<file path="src/sv/mlr_pkg.sv">
// Package for the matrix line rotator: field widths, command and register codes,
// and the command and status structs that pass between controller and datapath.
// It depends on nothing.
package mlr_pkg;

    localparam int MAX_DIM_DEFAULT = 32;
    localparam int DATA_W          = 32;
    localparam int IDX_IN_W        = 5;
    localparam int AMOUNT_W        = 10;
    localparam int CFG_W           = 6;
    localparam int CFG_INDEX_W     = 1;
    localparam int MOD_CNT_W       = $clog2(AMOUNT_W);
    localparam logic [CFG_W-1:0] SIZE_RESET = CFG_W'(32);

    typedef enum logic [1:0] {
        CMD_WRITE = 2'd0,
        CMD_READ  = 2'd1,
        CMD_ROW   = 2'd2,
        CMD_COL   = 2'd3
    } op_t;

    localparam logic [CFG_INDEX_W-1:0] REG_NUM_ROWS = CFG_INDEX_W'(0);
    localparam logic [CFG_INDEX_W-1:0] REG_NUM_COLS = CFG_INDEX_W'(1);

    typedef struct packed {
        logic capture;
        logic write_elem;
        logic read_elem;
        logic take_read;
        logic mod_start;
        logic mod_step;
        logic load_step;
        logic store_init;
        logic store_step;
        logic out_load;
    } mlr_cmd_t;

    typedef struct packed {
        op_t  op;
        logic err;
        logic mod_last;
        logic load_last;
        logic store_last;
        logic out_free;
    } mlr_stat_t;

endpackage

</file>
<file path="src/sv/mlr_ctrl.sv">
// Controller state machine of the matrix line rotator.
// It depends on mlr_pkg and drives the datapath by command and status structs.
module mlr_ctrl (
    input  logic               clk,
    input  logic               rst_n,
    input  logic               in_valid,
    output logic               in_ready,
    input  mlr_pkg::mlr_stat_t stat,
    output mlr_pkg::mlr_cmd_t  cmd
);
    import mlr_pkg::*;

    typedef enum logic [8:0] {
        ST_IDLE     = 9'b000000001,
        ST_DECODE   = 9'b000000010,
        ST_RDWAIT   = 9'b000000100,
        ST_MOD      = 9'b000001000,
        ST_LOAD     = 9'b000010000,
        ST_LOADEND  = 9'b000100000,
        ST_STORE    = 9'b001000000,
        ST_STOREEND = 9'b010000000,
        ST_DONE     = 9'b100000000
    } state_t;

    state_t state_reg;
    state_t state_next;

    always_comb
    begin
        state_next = state_reg;
        cmd        = '0;
        in_ready   = 1'b0;
        case (state_reg)
            ST_IDLE:
            begin
                in_ready = 1'b1;
                if (in_valid)
                begin
                    cmd.capture = 1'b1;
                    state_next  = ST_DECODE;
                end
            end
            ST_DECODE:
            begin
                if (stat.err)
                begin
                    state_next = ST_DONE;
                end
                else
                begin
                    case (stat.op)
                        CMD_WRITE:
                        begin
                            cmd.write_elem = 1'b1;
                            state_next     = ST_DONE;
                        end
                        CMD_READ:
                        begin
                            cmd.read_elem = 1'b1;
                            state_next    = ST_RDWAIT;
                        end
                        default:
                        begin
                            cmd.mod_start = 1'b1;
                            state_next    = ST_MOD;
                        end
                    endcase
                end
            end
            ST_RDWAIT:
            begin
                cmd.take_read = 1'b1;
                state_next    = ST_DONE;
            end
            ST_MOD:
            begin
                cmd.mod_step = 1'b1;
                if (stat.mod_last)
                begin
                    state_next = ST_LOAD;
                end
            end
            ST_LOAD:
            begin
                cmd.load_step = 1'b1;
                if (stat.load_last)
                begin
                    state_next = ST_LOADEND;
                end
            end
            ST_LOADEND:
            begin
                cmd.store_init = 1'b1;
                state_next     = ST_STORE;
            end
            ST_STORE:
            begin
                cmd.store_step = 1'b1;
                if (stat.store_last)
                begin
                    state_next = ST_STOREEND;
                end
            end
            ST_STOREEND:
            begin
                state_next = ST_DONE;
            end
            ST_DONE:
            begin
                if (stat.out_free)
                begin
                    cmd.out_load = 1'b1;
                    state_next   = ST_IDLE;
                end
            end
            default:
            begin
                state_next = ST_IDLE;
            end
        endcase
    end

    always_ff @(posedge clk or negedge rst_n)
    begin
        if (!rst_n)
        begin
            state_reg <= ST_IDLE;
        end
        else
        begin
            state_reg <= state_next;
        end
    end

endmodule

</file>
<file path="config.mk">
export PLATFORM = sky130hd
export DESIGN_NAME = mlr_ctrl
export DESIGN_NICKNAME = d
export VERILOG_FILES = /design/src/sv/mlr_pkg.sv /design/src/sv/mlr_ctrl.sv
export SDC_FILE = /design/constraint.sdc
export NUM_CORES = 1
export LEC_CHECK = 0
export BUFFER_PORTS_ARGS = -buffer_cell sky130_fd_sc_hd__buf_2
export CAP_MARGIN = 20
export CORE_MARGIN = 3
export CORE_UTILIZATION = 47
export DETAILED_ROUTE_END_ITERATION = 10
export PLACE_DENSITY = 0.75
export SLEW_MARGIN = 20
export SYNTH_ARGS = -nofsm -noshare
export SYNTH_HDL_FRONTEND = slang
export SYNTH_SLANG_ARGS = --single-unit
</file>
<file path="constraint.sdc">
create_clock -name clk -period 2.2 [get_ports clk]
set_clock_uncertainty 0.15 [all_clocks]
set_input_delay 0.33 -clock clk [delete_from_list [all_inputs] [get_ports clk]]
set_output_delay 0.33 -clock clk [all_outputs]
set_load 0.05 [all_outputs]
</file>
==> results of run 1 <==
[cell families after synthesis]
group / count (synthesis) / share of synthesized area [%]
AOI/OAI and AO/OA: 17 / 18.1
xor gates and xnor gates: 2 / 2.82
buffers and inverters: 8 / 4.84
DFF: 9 / 36.5
and+or+nand+nor: 37 / 37.7
[cell type report]
class                      count  area [um2]  area share, %
timing repair buffer          40         337           30.3
tap                           14        17.5           1.58
inverter                       8        30.0           2.70
clock buffer                   4        26.3           2.36
sequential                     9         228           20.5
multi-input combinational     56         473           42.6
[power groups by stage]
stage          logic, W  registers, W  clock network [W]
2_1_floorplan  0.000337      0.000243                  0
3_3_place_gp   0.000458      0.000254                  0
3_5_place_dp   0.000462      0.000253                  0
5_1_grt        0.000710      0.000278           0.000147
6_report       0.000672      0.000270           0.000139
4_1_cts        0.000512      0.000258           0.000127
[metrics by stage]
step                TNS [ns]  setup WS, ns  power, W  std cells
floorplan             -0.483        -0.188  0.000580         73
global placement           0        0.0757  0.000712        116
detailed placement         0        0.0476  0.000715        116
CTS                   -0.248        -0.137  0.000897        129
global route           -2.27        -0.275   0.00113        131
finish                 -1.43        -0.248   0.00108        131
[critical path: stages, from the launching register on]
cell      delay [ns]
dfrtp_1         0.44
buf_6           0.16
or3_4           0.39
nor3_4          0.19
nand4b_1        0.21
inv_2           0.14
buf_8           0.16
[how the worst min path moves through the flow]
| stage | startpoint | end | slack, ns | depth (start not counted) |
|---|---|---|---|---|
| after floorplan | rst_n | state_reg[1] | -0.12 | 0 |
| after global placement | rst_n | state_reg[7] | 0.03 | 1 |
| after detailed placement | rst_n | state_reg[6] | 0.04 | 1 |
| after CTS | in_valid | state_reg[0] | 0.11 | 2 |
| after global routing | in_valid | state_reg[0] | 0.13 | 2 |
| final | in_valid | state_reg[0] | 0.14 | 2 |
[what timing repair did]
action	CTS	global route
pin swaps	5	7
hold endpoints to repair	9	0
hold buffers	1	0
setup endpoints to repair	8	13
buffers inserted	8	6
gates resized for setup	19	25
[cell usage in the layout (no fill, tap or decap), types with 2 or more instances in the layout]
cell type / Yosys / layout
inv_2: 0 / 3
inv_1: 8 / 5
nor3_2: 1 / 2
nand4_1: 2 / 2
nand2b_1: 2 / 2
buf_6: 0 / 11
nor4_4: 1 / 2
clkbuf_4: 0 / 4
buf_4: 0 / 16
o211ai_1: 3 / 3
nand2_1: 2 / 2
or3b_2: 2 / 2
buf_2: 0 / 9
nand4b_1: 2 / 2
o21ai_0: 6 / 6
buf_8: 0 / 2
xor2_1: 2 / 2
nor2_1: 9 / 8
or3_4: 1 / 2
o22ai_1: 3 / 2
dfrtp_1: 8 / 7
nor3_4: 0 / 3
[layer usage]
metal / part of all wire (%) / up-vias
met5: 0 / -
met4: 5.1 / 0
met3: 12 / 22
met2: 49 / 80
met1: 34 / 422
li1: - / 358
==> run metrics, run 1 <==
Post-synth top cells=nor2_1, dfrtp_1, inv_1, o21ai_0, nor3_1; Final Max Slew Viols=0; DRT Wirelength=3240 um; Rel. slew slack=72.1%; TritonRoute pass-1 iters=4; remaining antenna violation count=0; largest cells by area after synthesis=dfrtp_1, nor2_1, o21ai_0, inv_1, dfstp_2; worst-case clock buffer depth=2; Worst-Margin Slew=0.417 ns; EDFF count, synth=0; post-detail-place hpwl=roughly 1200 um; R2R depth=7; Total Nets Final=128; minimum clock period=2.45 ns; met3 Resource Use GR=2.58%; grt ovf=0; clk_lat worst skew=0.27 ns; Hold Crit Class=in -> reg; vias=882; GRT met2 Usage=42.6%; Peak VDD IR=slightly below 0.9 mV; Post-Syn Area=621 um2; # port buffers=20; grt peak-use layer=met2; dominant synthesized flop cell=dfrtp_1; Mapped Nets=83; cell taking the most area after synthesis=dfrtp_1; failing checks=setup timing; max cap viols=0; R2R Setup Slk=-0.07 ns; # H-tree levels=1; fraction of registers with async set/reset=100%; Max FO, Critical Path=5; Crit Reg-Reg Endpoint=state_reg[4]; syn avg cell area=8.50 um2; combinational share of power=62.2%; Gate Count Post-Synth=73; PwrDens=973 nW/um2; core area=1170 um2; Final WS setup=-0.248 ns; first-pass GRT wire length=3560 um; maximum clock frequency=409 MHz; yosys warns=0; crit path from=state_reg[3]; pin count of the biggest net entering global routing=10; Starting DRT DRC Count=41; clock sinks=9; DRC=0; Setup crit start kind=flop; Final Cycle Share=111%; post-DR vias/cell=6.73; post-layout util=94.9%; count leader, synth=nor2_1; WS Path Type=reg -> out; starting density of the core=53.0%; worst r2r src=state_reg[3]; GRT Util Overall=26.3%; Cell Area, Placed=approximately 840 um2; Ports=21; final estimated routing congestion in global placement=0.881; Largest register FFs=9; sequential area share after synthesis=between 30% and 40%; Root Driver=clkbuf_4; CP required=1.72 ns; DIE AREA=1790 um2; vias in the first global route=707; status=finished with violations; leakage=~0.55 nW; Critical Path Sink Type=output pin; Switching Share=about half; diode count=0; Finished Cell Area=1110 um2; final hold violations=0; Die Ht=approximately 42 um; Seq pwr share=25.0%; layout cells sized above 1=55.6%; Critical Path AT=~2.0 ns; Fill cells=39; internal power=0.000557 W; number of synthesized register bits=9; Die X-Extent=~42 um; TritonCTS clock tree=done; synth-to-layout area growth=79.0%; clock-pin slew on the worst setup and hold paths=0.07 ns; net switching power=0.000524 W; post-synth top area share=32.3%; Rows=12; unrepaired setup endpoints after global routing=true; Inserted Clock Buffers=3; initial antenna violation count=0; wire per inst=24.7 um; setup violators final=11; clock power share=12.9%; hold slack=approximately 0.14 ns; crit path capture=cmd[1]; met1 Track Usage GR=37.7%; count of cell types in the netlist=29
Note: power is estimated with default switching activity, not from simulation.
==> run 2, diff against run 1 <==
--- a/config.mk
+++ b/config.mk
@@ -11,6 +11,7 @@
 export CORE_UTILIZATION = 47
 export DETAILED_ROUTE_END_ITERATION = 10
 export PLACE_DENSITY = 0.75
+export SKIP_LAST_GASP = 1
 export SLEW_MARGIN = 20
 export SYNTH_ARGS = -nofsm -noshare
 export SYNTH_HDL_FRONTEND = slang
==> run metrics, run 2 (synthesis gave the netlist of run 1 again) <==
most frequent cells in the layout=buf_4, buf_6, buf_2, nor2_1, dfrtp_1; layout cells sized above 1=55.6% (unchanged); pin count of the biggest net entering global routing=10 (unchanged); post-DR vias/cell=6.23 (-7.5%); WS Path Type=reg -> out; Critical Path Sink Type=output pin; core area=1170 um2 (unchanged); WP buf/inv=1 (-2); TritonRoute pass-1 iters=4 (unchanged); commonest non-fill, non-tap cell in the layout=buf_4; diode count=0 (unchanged); DRC=0 (unchanged); Seq pwr share=25.4% (+0.4 points); vias=816 (-7.5%); clock sinks=9 (unchanged); wire per inst=22.2 um (-10%); Final WS setup=-0.211 ns (+0.0364 ns); TritonCTS clock tree=done; Die Ht=42.3 um (unchanged); # H-tree levels=1 (unchanged); unrepaired setup endpoints after global routing=true; leakage=0.542 nW (-0.78%); Inserted Clock Buffers=3 (unchanged); starting density of the core=53.0% (unchanged); Die X-Extent=42.3 um (unchanged); Root Driver=clkbuf_4; maximum clock frequency=415 MHz (+1.5%); Hold Crit Class=in -> reg; Total Nets Final=128 (unchanged); Final Cycle Share=110% (-1.7 points); Rows=12 (unchanged); clk_lat worst skew=0.27 ns (about the same); hold slack=0.124 ns (-0.0158 ns); crit-path cells=nor4_4 > nand2_2 > or3_4 > nor3b_4 > buf_6; Peak VDD IR=0.978 mV (+11%); CP required=1.72 ns (about the same); Worst-Margin Slew=0.400 ns (-0.0174 ns); worst-case clock buffer depth=2 (unchanged); Seq. cell area=228 um2 (unchanged); DRT Wirelength=2910 um (-10%); Placed Cells=116 (unchanged); PwrDens=957 nW/um2 (-1.7%); post-detail-place hpwl=1250 um (unchanged); Rel. slew slack=73.3% (+1.2 points); Multi-input gate area=467 um2 (-1.3%); Worst path top cell family by delay=simple AND/OR/NAND/NOR gates; slowest stage delay, CP=0.43 ns (about the same); Setup crit start kind=flop; remaining antenna violation count=0 (unchanged); Non-Filler Instances=131 (unchanged); first-pass GRT wire length=3560 um (unchanged); final hold violations=0 (unchanged); failing checks=setup timing; status=finished with violations; clock-pin slew on the worst setup and hold paths=0.07 ns (about the same); vias in the first global route=707 (unchanged); net switching power=0.000501 W (-4.4%); clock power share=13.2% (+0.3 points); Worst path slowest cell=dfrtp_2; setup violators final=10 (-1); Switching Share=47.4% (-1.1 points); GRT Util Overall=26.3% (unchanged); DIE AREA=1790 um2 (unchanged); synth-to-layout area growth=78.0%; minimum clock period=2.41 ns (-0.0364 ns); Largest register FFs=9 (unchanged); internal power=0.000556 W (-0.21%); Ports=21 (unchanged); total power=0.00106 W (-2.3%); grt ovf=0 (unchanged); Critical Path AT=1.93 ns (-0.04 ns); max cap viols=0 (unchanged); combinational share of power=61.5% (-0.7 points); Starting DRT DRC Count=39 (-4.9%); # port buffers=20 (unchanged); Final Max Slew Viols=0 (unchanged); initial antenna violation count=0 (unchanged); final estimated routing congestion in global placement=0.881 (unchanged); Fill cells=35 (-10%); Max FO, Critical Path=4 (-1)
## run 2: cell counts in the layout (fill, tap and decap cells not counted)
Identical to the previous run, type by type.
## run 2: power by group through the flow
stage	registers, W	clock network (W)	logic, W
global route	0.000274	0.000150	0.000687
finish	0.000268	0.000139	0.000649
CTS	0.000258	0.000127	0.000512
detailed placement	0.000253	0	0.000462
floorplan	0.000243	0	0.000337
global placement	0.000254	0	0.000458
## run 2: per-layer routing
metal | wire length, um | GRT usage [%] | vias to the layer above
met5 | 0 | 0 | -
met4 | 119 | 5.59 | 0
met3 | 256 | 2.58 | 10
met2 | 1410 | 42.6 | 60
met1 | 1120 | 37.7 | 388
li1 | - | - | 358
## run 2: through the flow
stage	cell area (um2)	utilization, %	setup slack [ns]	TNS (ns)
after CTS	1010	86.1	-0.137	-0.248
after detailed placement	838	71.6	0.0476	0
after global routing	1100	94.3	-0.262	-1.63
final	1100	94.3	-0.211	-1.13
after global placement	838	71.6	0.0757	0
after floorplan	653	-	-0.188	-0.483
## run 2: path summary, 6_finish.rpt
path | startpoint | end | slack [ns] | cells past startpoint
worst min-delay path | in_valid | state_reg[0] | 0.12 | 2
worst max-delay path | state_reg[5] | cmd[7] | -0.21 | 5
worst max register to register | state_reg[3] | state_reg[6] | 0.05 | 10
worst min register to register | state_reg[0] | state_reg[0] | 0.65 | 3
min in group asynchronous | rst_n | state_reg[8] | 0.28 | 2
max in group asynchronous | rst_n | state_reg[0] | 1.37 | 2
## run 2: repair_timing
action / 4_1_cts / 5_1_grt
setup endpoints to repair: 8 / 13
pin swaps: 5 / 7
hold buffers: 1 / 0
buffers inserted: 8 / 6
cloned: 0 / 0
hold endpoints to repair: 9 / 0
resized for setup: 19 / 24
## run 2: area by class of cell
class / count / share of cell area [%]
multi-input combinational: 56 / 42.2
timing repair buffer: 40 / 30.5
sequential: 9 / 20.6
inverter: 8 / 2.72
clock buffer: 4 / 2.38
tap: 14 / 1.59
